`src/rtl/seglcd_pkg.sv`:
```
// Shared types, constants and glyph helpers for the segment LCD number writer.
package seglcd_pkg;

	localparam int NUM_DIGITS_DEF = 6;
	localparam int IMAGE_BYTES    = 14;
	localparam int SLOT_W         = 4;

	localparam logic [SLOT_W-1:0] LAST_SLOT = SLOT_W'(IMAGE_BYTES - 1);

	localparam logic [1:0] CMD_WRITE_INT   = 2'd0;
	localparam logic [1:0] CMD_WRITE_DIGIT = 2'd1;
	localparam logic [1:0] CMD_SEG_ON      = 2'd2;
	localparam logic [1:0] CMD_SEG_OFF     = 2'd3;

	localparam logic [3:0] SEG_IND1  = 4'd1;
	localparam logic [3:0] SEG_IND2  = 4'd2;
	localparam logic [3:0] SEG_IND3  = 4'd3;
	localparam logic [3:0] SEG_IND4  = 4'd4;
	localparam logic [3:0] SEG_IND5  = 4'd5;
	localparam logic [3:0] SEG_IND7  = 4'd7;
	localparam logic [3:0] SEG_IND8  = 4'd8;
	localparam logic [3:0] SEG_IND9  = 4'd9;
	localparam logic [3:0] SEG_IND10 = 4'd10;

	localparam logic [7:0] KEEP_MASK  = 8'h66;
	localparam logic [3:0] MAX_DIGIT  = 4'd9;
	localparam logic [2:0] MAX_POS    = 3'd5;

	// ceil(2^23 / 10), exact quotient for any 20-bit value
	localparam logic [19:0] DIV10_RECIP = 20'd838861;
	localparam int          DIV10_SHIFT = 23;

	localparam logic [15:0] GLYPH [10] = '{
		16'h1551, 16'h8110, 16'h11e1, 16'h11b1, 16'h05b0,
		16'h14b1, 16'h14f1, 16'h1110, 16'h15f1, 16'h15b1
	};

	localparam logic [4:0] SLOT_REG [IMAGE_BYTES] = '{
		5'd0, 5'd1, 5'd2, 5'd3, 5'd5, 5'd6, 5'd7,
		5'd10, 5'd11, 5'd12, 5'd15, 5'd16, 5'd17, 5'd18
	};

	typedef struct packed {
		logic [1:0]  command;
		logic [19:0] value;
		logic [3:0]  digit;
		logic [2:0]  position;
		logic [3:0]  segment_number;
	} in_item_t;

	typedef struct packed {
		logic [4:0] register_index;
		logic [7:0] register_value;
		logic       last;
	} out_item_t;

	typedef struct packed {
		logic              rd_en;
		logic              wr_en;
		logic [SLOT_W-1:0] addr;
		logic [7:0]        wdata;
	} mem_req_t;

	typedef enum logic [1:0] {
		ST_IDLE,
		ST_SPLIT,
		ST_READ,
		ST_MODIFY
	} state_t;

	function automatic logic [3:0] glyph_nib(input logic [3:0] d, input logic [1:0] k);
		logic [15:0] g;
		g = (d <= MAX_DIGIT) ? GLYPH[d] : 16'h0000;
		unique case (k)
			2'd0: glyph_nib = g[15:12];
			2'd1: glyph_nib = g[11:8];
			2'd2: glyph_nib = g[7:4];
			default: glyph_nib = g[3:0];
		endcase
	endfunction

endpackage

```
`src/rtl/segment_lcd_number_writer.sv`:
```
// Segment LCD number writer: command sequencer, image read-modify-write and readout.
// Sequence: write integer first splits the value into digits; then each of the 14 image bytes is read
// and rewritten through the one-port image memory (read state, then modify state), one byte out each.
// A new request is taken only in idle, after the last byte is out; an output stall holds the modify state.
// Reset: image reads as all zero through per-byte valid flags; no clearing pass needed.
module segment_lcd_number_writer import seglcd_pkg::*; #(
	parameter int NUM_DIGITS = NUM_DIGITS_DEF
) (
	input  logic      clk,
	input  logic      arst_n,
	input  logic      req_valid,
	output logic      req_ready,
	input  in_item_t  req,
	output logic      res_valid,
	input  logic      res_ready,
	output out_item_t res
);

	state_t                     state_q;
	state_t                     state_nxt;
	in_item_t                   item_q;
	logic [SLOT_W-1:0]          slot_q;
	logic                       res_valid_q;
	out_item_t                  res_q;
	logic                       accept;
	logic                       out_free;
	logic                       emit;
	logic                       split_done;
	logic [NUM_DIGITS-1:0][3:0] digits;
	logic [NUM_DIGITS-1:0]      digit_used;
	logic [7:0]                 rd_data;
	logic [7:0]                 new_byte;
	mem_req_t                   mem_req;

	assign accept   = req_valid && req_ready;
	assign out_free = !res_valid_q || res_ready;

	seglcd_digit_split #(
		.NUM_DIGITS(NUM_DIGITS)
	) u_split (
		.clk        (clk),
		.arst_n     (arst_n),
		.start      (accept && (req.command == CMD_WRITE_INT)),
		.value      (req.value),
		.done       (split_done),
		.digits     (digits),
		.digit_used (digit_used)
	);

	seglcd_image_ram u_ram (
		.clk     (clk),
		.arst_n  (arst_n),
		.mem_req (mem_req),
		.rd_data (rd_data)
	);

	seglcd_byte_update #(
		.NUM_DIGITS(NUM_DIGITS)
	) u_update (
		.slot       (slot_q),
		.old_byte   (rd_data),
		.item       (item_q),
		.digits     (digits),
		.digit_used (digit_used),
		.new_byte   (new_byte)
	);

	always_comb begin
		state_nxt = state_q;
		unique case (state_q)
			ST_IDLE: begin
				if (req_valid) begin
					state_nxt = (req.command == CMD_WRITE_INT) ? ST_SPLIT : ST_READ;
				end
			end
			ST_SPLIT: begin
				if (split_done) begin
					state_nxt = ST_READ;
				end
			end
			ST_READ: state_nxt = ST_MODIFY;
			ST_MODIFY: begin
				if (out_free) begin
					state_nxt = (slot_q == LAST_SLOT) ? ST_IDLE : ST_READ;
				end
			end
			default: state_nxt = ST_IDLE;
		endcase
	end

	always_comb begin
		req_ready     = (state_q == ST_IDLE);
		emit          = (state_q == ST_MODIFY) && out_free;
		mem_req.rd_en = (state_q == ST_READ);
		mem_req.wr_en = emit;
		mem_req.addr  = slot_q;
		mem_req.wdata = new_byte;
	end

	always_ff @(posedge clk or negedge arst_n) begin
		if (!arst_n) begin
			state_q     <= ST_IDLE;
			slot_q      <= '0;
			res_valid_q <= 1'b0;
		end else begin
			state_q <= state_nxt;
			if (accept) begin
				slot_q <= '0;
			end else if (emit) begin
				slot_q <= slot_q + 1'b1;
			end
			if (emit) begin
				res_valid_q <= 1'b1;
			end else if (res_ready) begin
				res_valid_q <= 1'b0;
			end
		end
	end

	always_ff @(posedge clk) begin
		if (accept) begin
			item_q <= req;
		end
		if (emit) begin
			res_q.register_index <= SLOT_REG[slot_q];
			res_q.register_value <= new_byte;
			res_q.last           <= (slot_q == LAST_SLOT);
		end
	end

	assign res_valid = res_valid_q;
	assign res       = res_q;

endmodule

```
`src/rtl/seglcd_image_ram.sv`:
```
// Display image memory, registered synchronous read, zero until written.
module seglcd_image_ram import seglcd_pkg::*; (
	input  logic       clk,
	input  logic       arst_n,
	input  mem_req_t   mem_req,
	output logic [7:0] rd_data
);

	logic [7:0]             mem [IMAGE_BYTES];
	logic [IMAGE_BYTES-1:0] valid_q;
	logic [7:0]             rd_q;
	logic                   rd_valid_q;

	always_ff @(posedge clk) begin
		if (mem_req.wr_en) begin
			mem[mem_req.addr] <= mem_req.wdata;
		end
		if (mem_req.rd_en) begin
			rd_q <= mem[mem_req.addr];
		end
	end

	always_ff @(posedge clk or negedge arst_n) begin
		if (!arst_n) begin
			valid_q    <= '0;
			rd_valid_q <= 1'b0;
		end else begin
			if (mem_req.wr_en) begin
				valid_q[mem_req.addr] <= 1'b1;
			end
			if (mem_req.rd_en) begin
				rd_valid_q <= valid_q[mem_req.addr];
			end
		end
	end

	assign rd_data = rd_valid_q ? rd_q : 8'h00;

endmodule

```
`src/rtl/seglcd_digit_split.sv`:
```
// Iterative decimal digit extraction: each digit takes a reciprocal multiply step, then a remainder step.
module seglcd_digit_split import seglcd_pkg::*; #(
	parameter int NUM_DIGITS = NUM_DIGITS_DEF
) (
	input  logic                        clk,
	input  logic                        arst_n,
	input  logic                        start,
	input  logic [19:0]                 value,
	output logic                        done,
	output logic [NUM_DIGITS-1:0][3:0]  digits,
	output logic [NUM_DIGITS-1:0]       digit_used
);

	localparam int IDX_W = (NUM_DIGITS > 1) ? $clog2(NUM_DIGITS) : 1;
	localparam logic [IDX_W-1:0] LAST_IDX = IDX_W'(NUM_DIGITS - 1);

	logic                       busy_q;
	logic                       phase_q;
	logic                       done_q;
	logic [IDX_W-1:0]           idx_q;
	logic [19:0]                cur_q;
	logic [39:0]                prod_q;
	logic [NUM_DIGITS-1:0][3:0] digits_q;
	logic [NUM_DIGITS-1:0]      used_q;
	logic [16:0]                quo;
	logic [20:0]                quo_x10;
	logic [20:0]                rem_full;

	assign quo      = prod_q[DIV10_SHIFT+16:DIV10_SHIFT];
	assign quo_x10  = {1'b0, quo, 3'b000} + {3'b000, quo, 1'b0};
	assign rem_full = {1'b0, cur_q} - quo_x10;

	always_ff @(posedge clk or negedge arst_n) begin
		if (!arst_n) begin
			busy_q  <= 1'b0;
			phase_q <= 1'b0;
			done_q  <= 1'b0;
			idx_q   <= '0;
		end else begin
			done_q <= 1'b0;
			if (start) begin
				busy_q  <= 1'b1;
				phase_q <= 1'b0;
				idx_q   <= '0;
			end else if (busy_q) begin
				phase_q <= !phase_q;
				if (phase_q) begin
					if (idx_q == LAST_IDX) begin
						busy_q <= 1'b0;
						done_q <= 1'b1;
					end else begin
						idx_q <= idx_q + 1'b1;
					end
				end
			end
		end
	end

	always_ff @(posedge clk) begin
		if (start) begin
			cur_q <= value;
		end else if (busy_q) begin
			if (!phase_q) begin
				prod_q <= 40'(cur_q) * 40'(DIV10_RECIP);
			end else begin
				digits_q[idx_q] <= rem_full[3:0];
				// a leading zero past the units place is not a digit
				used_q[idx_q]   <= (idx_q == '0) || (cur_q != '0);
				cur_q           <= 20'(quo);
			end
		end
	end

	assign done       = done_q;
	assign digits     = digits_q;
	assign digit_used = used_q;

endmodule

```
`src/rtl/seglcd_byte_update.sv`:
```
// New content of one image byte for the current command.
module seglcd_byte_update import seglcd_pkg::*; #(
	parameter int NUM_DIGITS = NUM_DIGITS_DEF
) (
	input  logic [SLOT_W-1:0]           slot,
	input  logic [7:0]                  old_byte,
	input  in_item_t                    item,
	input  logic [NUM_DIGITS-1:0][3:0]  digits,
	input  logic [NUM_DIGITS-1:0]       digit_used,
	output logic [7:0]                  new_byte
);

	logic       is_dig;
	logic [1:0] row;
	logic [1:0] k;
	logic [2:0] lo_i;
	logic [2:0] hi_i;
	logic       lo_wr;
	logic       hi_wr;
	logic [3:0] lo_nib;
	logic [3:0] hi_nib;
	logic [7:0] base;
	logic [7:0] seg_bit;
	logic [SLOT_W-1:0] seg_slot;
	logic       seg_whole;
	logic       seg_hit;

	always_comb begin
		is_dig = 1'b1;
		row    = 2'd0;
		k      = 2'd0;
		priority if (slot < 4'd3) begin
			row = slot[1:0];
		end else if (slot == 4'd3) begin
			is_dig = 1'b0;
		end else if (slot < 4'd7) begin
			row = 2'(slot - 4'd4);
			k   = 2'd1;
		end else if (slot < 4'd10) begin
			row = 2'(slot - 4'd7);
			k   = 2'd2;
		end else if (slot < 4'd13) begin
			row = 2'(slot - 4'd10);
			k   = 2'd3;
		end else begin
			is_dig = 1'b0;
		end
	end

	assign lo_i = MAX_POS - {row, 1'b0};
	assign hi_i = 3'd4 - {row, 1'b0};

	always_comb begin
		lo_wr  = 1'b0;
		hi_wr  = 1'b0;
		lo_nib = 4'h0;
		hi_nib = 4'h0;
		for (int j = 0; j < NUM_DIGITS; j++) begin
			if (digit_used[j] && (3'(j) == lo_i)) begin
				lo_wr  = 1'b1;
				lo_nib = glyph_nib(digits[j], k);
			end
			if (digit_used[j] && (3'(j) == hi_i)) begin
				hi_wr  = 1'b1;
				hi_nib = glyph_nib(digits[j], k);
			end
		end
	end

	always_comb begin
		seg_bit   = 8'h00;
		seg_slot  = 4'd0;
		seg_whole = 1'b0;
		seg_hit   = 1'b1;
		unique case (item.segment_number)
			SEG_IND1:  seg_bit = 8'h04;
			SEG_IND2:  seg_bit = 8'h40;
			SEG_IND4: begin
				seg_slot = 4'd1;
				seg_bit  = 8'h02;
			end
			SEG_IND5: begin
				seg_slot = 4'd1;
				seg_bit  = 8'h20;
			end
			SEG_IND9: begin
				seg_slot = 4'd2;
				seg_bit  = 8'h04;
			end
			SEG_IND10: begin
				seg_slot = 4'd2;
				seg_bit  = 8'h40;
			end
			SEG_IND3: begin
				seg_slot  = 4'd3;
				seg_whole = 1'b1;
			end
			SEG_IND7, SEG_IND8: begin
				seg_slot  = LAST_SLOT;
				seg_whole = 1'b1;
			end
			default: seg_hit = 1'b0;
		endcase
	end

	always_comb begin
		new_byte = old_byte;
		base     = old_byte;
		unique case (item.command)
			CMD_WRITE_INT: begin
				if (slot < 4'd3) begin
					base = old_byte & KEEP_MASK;
				end else if (is_dig) begin
					base = 8'h00;
				end
				new_byte = base;
				if (is_dig && lo_wr) begin
					new_byte[3:0] = lo_nib;
				end
				if (is_dig && hi_wr) begin
					new_byte[7:4] = hi_nib;
				end
			end
			CMD_WRITE_DIGIT: begin
				if (is_dig && (item.position <= MAX_POS) && (item.digit <= MAX_DIGIT)
						&& (row == item.position[2:1])) begin
					if (item.position[0]) begin
						new_byte[7:4] = glyph_nib(item.digit, k);
					end else begin
						new_byte[3:0] = glyph_nib(item.digit, k);
					end
				end
			end
			default: begin
				if (seg_hit && (slot == seg_slot)) begin
					if (seg_whole) begin
						new_byte = (item.command == CMD_SEG_ON) ? 8'h01 : 8'h00;
					end else if (item.command == CMD_SEG_ON) begin
						new_byte = old_byte | seg_bit;
					end else begin
						new_byte = old_byte & ~seg_bit;
					end
				end
			end
		endcase
	end

endmodule
```
`config.mk`:
```
export PLATFORM = sky130hd
export DESIGN_NAME = segment_lcd_number_writer
export DESIGN_NICKNAME = d
export VERILOG_FILES = /design/src/rtl/seglcd_pkg.sv /design/src/rtl/segment_lcd_number_writer.sv /design/src/rtl/seglcd_image_ram.sv /design/src/rtl/seglcd_digit_split.sv /design/src/rtl/seglcd_byte_update.sv
export SDC_FILE = /design/constraint.sdc
export NUM_CORES = 1
export LEC_CHECK = 0
export BUFFER_PORTS_ARGS = -buffer_cell sky130_fd_sc_hd__clkbuf_2
export CAP_MARGIN = 40
export CORE_MARGIN = 2
export CORE_UTILIZATION = 45
export CTS_CLUSTER_SIZE = 28
export DETAILED_ROUTE_END_ITERATION = 6
export GPL_TIMING_DRIVEN = 0
export SYNTH_ARGS = -nofsm -noshare
export SYNTH_HDL_FRONTEND = slang
export SYNTH_SLANG_ARGS = --single-unit
```
`constraint.sdc`:
```
create_clock -name clk -period 7.7 [get_ports clk]
set_input_delay 0.385 -clock clk [delete_from_list [all_inputs] [get_ports clk]]
set_output_delay 0.385 -clock clk [all_outputs]
set_load 0.01 [all_outputs]
```
Word-level counts from Yosys, hierarchy flattened
Memory sizes are Yosys's and may differ from the RTL's. A register that Yosys moved wholly into a read port is not among the register bits. Index checks and enable logic that the tools add are counted.

Add/sub/neg operators: 9. Multipliers: 1. Order comparisons: 23. Equal/unequal tests: 35. Muxes and demuxes: 123. Bitwise gates (word level): 14. Reductions and logical operators: 51.

Operators with widths (number): $mux 16 (21); $pmux 4 s3 (7); $mux 4 (19); $mux 20 (3); $mux 8 (7); $mul 20x20->40 const B (1); $not 4->5 (8); $mux 1 (37); $ge 5x5->1 const B (7); $mux 2 (15); $le 4x4->1 const B (7); $pmux 7 s4 (1); $bwmux 24 (1); $logic_and 1x1->1 (23); $reduce_bool 20->1 (1); $eq 4x4->1 const B (4); $pmux 4 s4 (1); $pmux 8 s2 (1); $or 14x14->14 (1); $demux 4 s3 (1); $eq 2x3->1 const A (4); $eq 3x3->1 const A (4); $eq 4x2->1 const B (3); $eq 4x3->1 const B (3); 44 further kinds (76).

Bits in registers: 140. Bits in writable memories: 112. ROM bits: 1872. Input port bits: 37. Output and inout bits: 16. Logic and storage cells: 289. Memories kept: 9.

Memory list: (name not given) (depth 16, width 16, read ports 1, clocked after memory_dff 0, write ports 0, RTL line seglcd_pkg.sv:73) `g = (d <= MAX_DIGIT) ? GLYPH[d] : 16'h0000;`; (name not given) (depth 16, width 16, read ports 1, clocked after memory_dff 0, write ports 0, RTL line seglcd_pkg.sv:73); (name not given) (depth 16, width 16, read ports 1, clocked after memory_dff 0, write ports 0, RTL line seglcd_pkg.sv:73); (name not given) (depth 16, width 16, read ports 1, clocked after memory_dff 0, write ports 0, RTL line seglcd_pkg.sv:73); (name not given) (depth 16, width 16, read ports 1, clocked after memory_dff 0, write ports 0, RTL line seglcd_pkg.sv:73); (name not given) (depth 16, width 16, read ports 1, clocked after memory_dff 0, write ports 0, RTL line seglcd_pkg.sv:73); 3 more memories.

Logic depth before layout (Yosys ltp)
Depth after elaboration: 18. Depth in mapped cells: 24. Gate-level depth less buffers: 23.

By module
Synthesis repeated with hierarchy kept, for this count alone.

Cell total of the unflattened synthesis: 1702. Area total of the unflattened synthesis: 20188.1 sq um.

By module, submodules not included: seglcd_digit_split (times used 1, cells each 947, area an instance 10351.2 sq um, seq. area each 2162.1 sq um); seglcd_image_ram (times used 1, cells each 260, area an instance 5321.4 sq um, seq. area each 3978.8 sq um); seglcd_byte_update (times used 1, cells each 385, area an instance 2548.7 sq um, seq. area each 0.0 sq um); segment_lcd_number_writer (times used 1, cells each 110, area an instance 1966.9 sq um, seq. area each 1586.5 sq um).

Worst setup path before layout
No wires, ideal clock.

Kind: register to register. Start point: register u_split.cur_q[8]. End point: register u_split.prod_q[33], data pin. Setup time: 0.264 ns. Arrival time: 5.695 ns. Required time: 7.436 ns. Path slack: 1.741 ns. Cell stages (with the launch flop): 25. Buffers on the path: 1. Clock period less this slack: 5.959 ns. Cells stage by stage: edfxtp_1 inv_1 ha_1 clkbuf_1 xor2_1 ha_1 a21o_1 ha_1 inv_1 fa_1 fa_1 inv_1 fa_1 inv_1 fa_1 inv_1 ha_1 nand2_1 nor3_1 a221oi_1 nand4_1 a31oi_1 o21ai_0 a221oi_1 xnor2_1.

Word-level cells in the longest chain between the ends: 1.

RTL lines: start, declared (RTL line seglcd_digit_split.sv:21) `logic [19:0] cur_q;`; start signal, assigned (RTL line seglcd_digit_split.sv:61) `cur_q <= value;`; start signal, assigned (RTL line seglcd_digit_split.sv:69) `cur_q <= 20'(quo);`; $mul 20x20->40 (RTL line seglcd_digit_split.sv:64) `prod_q <= 40'(cur_q) * 40'(DIV10_RECIP);`; end signal, assigned (RTL line seglcd_digit_split.sv:64); end, declared (RTL line seglcd_digit_split.sv:22) `logic [39:0] prod_q;`.

Every way passes these cells. A chain may end at the register's enable or synchronous reset.

Worst setup path in the final report
Ends and elaborated chain as after synthesis.

==> run summary <==
Max Cap Viol = 0
largest family of logic cells by synthesized area = adder cells
Placed Instances = 2197
leading area contributor after synthesis = edfxtp_1
DRC errors left = 0
EDFF count, synth = 214
# IOs = 53
post-synthesis simple-gate area fraction = 9.24%
Crit-path slowest cell = edfxtp_1
final cycle utilization of the critical path = 95.1%
Inserted Clock Buffers = 26
Via density = 5.50
Synth Area in Adders = 31.0%
Primary FF master, synth = edfxtp_1
gpl congestion = 0.952
WP buf/inv = 6
Routed Antenna Nets = 0
layout cells sized above 1 = 11.1%
Nets = 2124
First-pass DRT Iterations = 5
CTS max path bufs = 3
Setup TNS = 0 ns
Overflow after GRT = 0
clock sink count = 242
share of the synthesized area in the top cell type = 34.3%
PortBufs = 52
Die Span Y = 208 um
Fill cells = 3697
top cells by area, synth = edfxtp_1, ha_1, fa_1
clk_lat worst skew = 0.55 ns
final hold violation count = 0
Finished Layout Cells = 2252
Worst-Margin Slew = 0.883 ns
vias in the first global route = 12.9k
Syn Inst Count = 1600
RSZ-0062 raised after global routing = no
Worst Path Arrival = 7.60 ns
clock tree root driver cell = clkbuf_16
XOR/XNOR Fraction of Synth Area = 2.10%
routed len/inst = 20.4 um
die area = 43300 sq um
Compound-Gate Fraction of Synth Area = 8.37%
GRT Total Usage = 21.9%
Hold Path Class = in2reg
Antenna diodes = 0
Reg clk slew, reported paths = 0.06 ns
asr flop ratio synth = 11.6%
CP Cell Sequence = inv_1 > ha_1 > clkbuf_1 > xor2_1 > ha_1 > a21o_1 > ha_1 > inv_1 > fa_1 > fa_1 > inv_1 > fa_1 > inv_1 > fa_1 > inv_1 > ha_1 > nand2_1 > nor3_1 > a221oi_1 > nand4_1 > a31oi_1 > o21ai_0 > a221oi_1 > xnor2_1
syn_area_per_cell = 11.7 sq um
largest net degree at the start of global routing = 29
Mapped Area = 18800 sq um
post_cts resized = 0
#FFs+latches synth = 242
Warnings, synthesis = 0
Worst path most repeated cell = inv_1
outcome = completed
startpoint types = flip-flop
Slew HR = 40.9%
CTS tree = built
fin util = 50.6%
initial DRC count = 843
# rows = 74
Vias = 12.4k
leading cell types by count after synthesis = ha_1, inv_1, edfxtp_1
Die X = 208 um
Initial Utilization = 45.7%
first-pass GRT wire length = 73300 um
initial antenna violation count = 0
Worst path max stage delay = 0.67 ns
Cell variety after synth = 72
core area = 41000 sq um
syn nets = 2024
routed wire length = 45900 um
H-tree Lvls = 1
Seq/Total Area, Yosys = 38.0%
post-synthesis mux area share = 5.53%
Largest delay share family, worst path = adder cells
Max Freq = 0.137 GHz
critical path type = reg2reg
Crit. End Element = flip-flop
top-count cell post-synth = ha_1
CP max FO = 7
Crit path required time = 7.98 ns
Layout Area Growth over Synthesis = 10.6%
Final Setup Violations = 0
min Tclk post-route = 7.32 ns
skew final = 0.0136 ns
max-slew violations = 0
HPWL after DPL = 36400 um
[placed cells by master, fill, tap and decap left out, types with 17 or more instances in the layout]
master	netlist	final
ha_1	258	258
inv_1	240	240
edfxtp_1	214	214
fa_1	129	129
nand2_1	107	107
nor2_1	75	75
a21oi_1	66	66
clkbuf_2	0	52
o21ai_0	48	48
clkbuf_1	34	41
mux4_2	35	35
dfrtp_1	28	28
and3_1	26	26
clkbuf_16	0	26
xnor2_1	25	25
or2_2	21	21
xor2_1	20	20
nand4_1	18	18
a21o_1	17	17
[path summary, 6_finish.rpt]
check,from,end,slack [ns],cells past startpoint
max,u_split.cur_q[8]$_DFFE_PP_,u_split.prod_q[33]$_DFFE_PP_,0.38,24
min,req[7],item_q[7]$_DFFE_PP_,0.02,1
max reg2reg,u_split.cur_q[8]$_DFFE_PP_,u_split.prod_q[33]$_DFFE_PP_,0.38,24
min reg2reg,u_ram.valid_q[4]$_DFFE_PN0P_,u_ram.valid_q[4]$_DFFE_PN0P_,0.46,1
max in group asynchronous,arst_n,u_split.idx_q[1]$_DFFE_PN0P_,6.71,2
min in group asynchronous,arst_n,u_ram.valid_q[4]$_DFFE_PN0P_,0.46,2
[repair_timing]
item | in CTS | in global routing
endpoints found under the hold margin | 33 | 0
setup buffers | 0 | 0
hold buffers | 6 | 0
[stage by stage]
| stage | hold WS [ns] | worst slack (ns) | instance area (sq um) |
|---|---|---|---|
| floorplan | 0.0894 | 1.74 | 18800 |
| finish | 0.0196 | 0.379 | 20700 |
| detailed placement | 0.448 | 0.432 | 19800 |
| CTS | 0.00139 | 0.412 | 20700 |
| global placement | 0.447 | 0.452 | 19700 |
| global route | 0.00405 | 0.0130 | 20700 |
[worst register-to-register path, cell delays in order (launching register included)]
cell and delay (ns):
edfxtp_1 0.67, inv_1 0.09, ha_1 0.32, clkbuf_1 0.39
xor2_1 0.15, ha_1 0.23, a21o_1 0.16, ha_1 0.27
inv_1 0.05, fa_1 0.46, fa_1 0.50, inv_1 0.06
fa_1 0.53, inv_1 0.06, fa_1 0.54, inv_1 0.04
ha_1 0.30, nand2_1 0.10, nor3_1 0.07, a221oi_1 0.44
nand4_1 0.42, a31oi_1 0.47, o21ai_0 0.20, a221oi_1 0.36
xnor2_1 0.16
[area by class of cell]
cell class | count | area [sq um] | area share, %
clock buffers | 34 | 691 | 3.33
clock inverters | 14 | 174 | 0.838
well taps | 532 | 666 | 3.21
inverters | 242 | 908 | 4.38
flip-flops and latches | 242 | 7130 | 34.4
repair buffers | 72 | 450 | 2.17
plain buffers | 42 | 174 | 0.838
multi-input cells | 1074 | 10600 | 50.9
[cell families after synthesis]
| family | Yosys count |
|---|---|
| adders and majority gates | 387 |
| and+or+nand+nor | 347 |
| buffers and inverters | 284 |
| DFF | 242 |
| AOI/OAI and AO/OA | 237 |
| muxes | 58 |
| xor gates and xnor gates | 45 |
[flip-flops by register name, summed over array words and instances (netlist names), 4 cells and up]
signal,cells
u_ram.rd_q,8
u_split.digit_used,6
item_q,13
res,14
u_split.digits,24
u_split.prod_q,17
u_ram.valid_q,14
slot_q,4
u_ram.mem,112
u_split.cur_q,20
[layer usage]
metal | share of wire, % | vias to the layer above | GRT usage (%)
li1 | - | 5833 | -
met1 | 44 | 6168 | 29.3
met2 | 50 | 319 | 38.4
met3 | 4.1 | 67 | 2.07
met4 | 2.2 | 0 | 5.36
met5 | 0 | - | 0
Power is left out: the tool's default activity adds up to more than one toggle a clock period on the data nets, which glitch-free logic cannot reach.
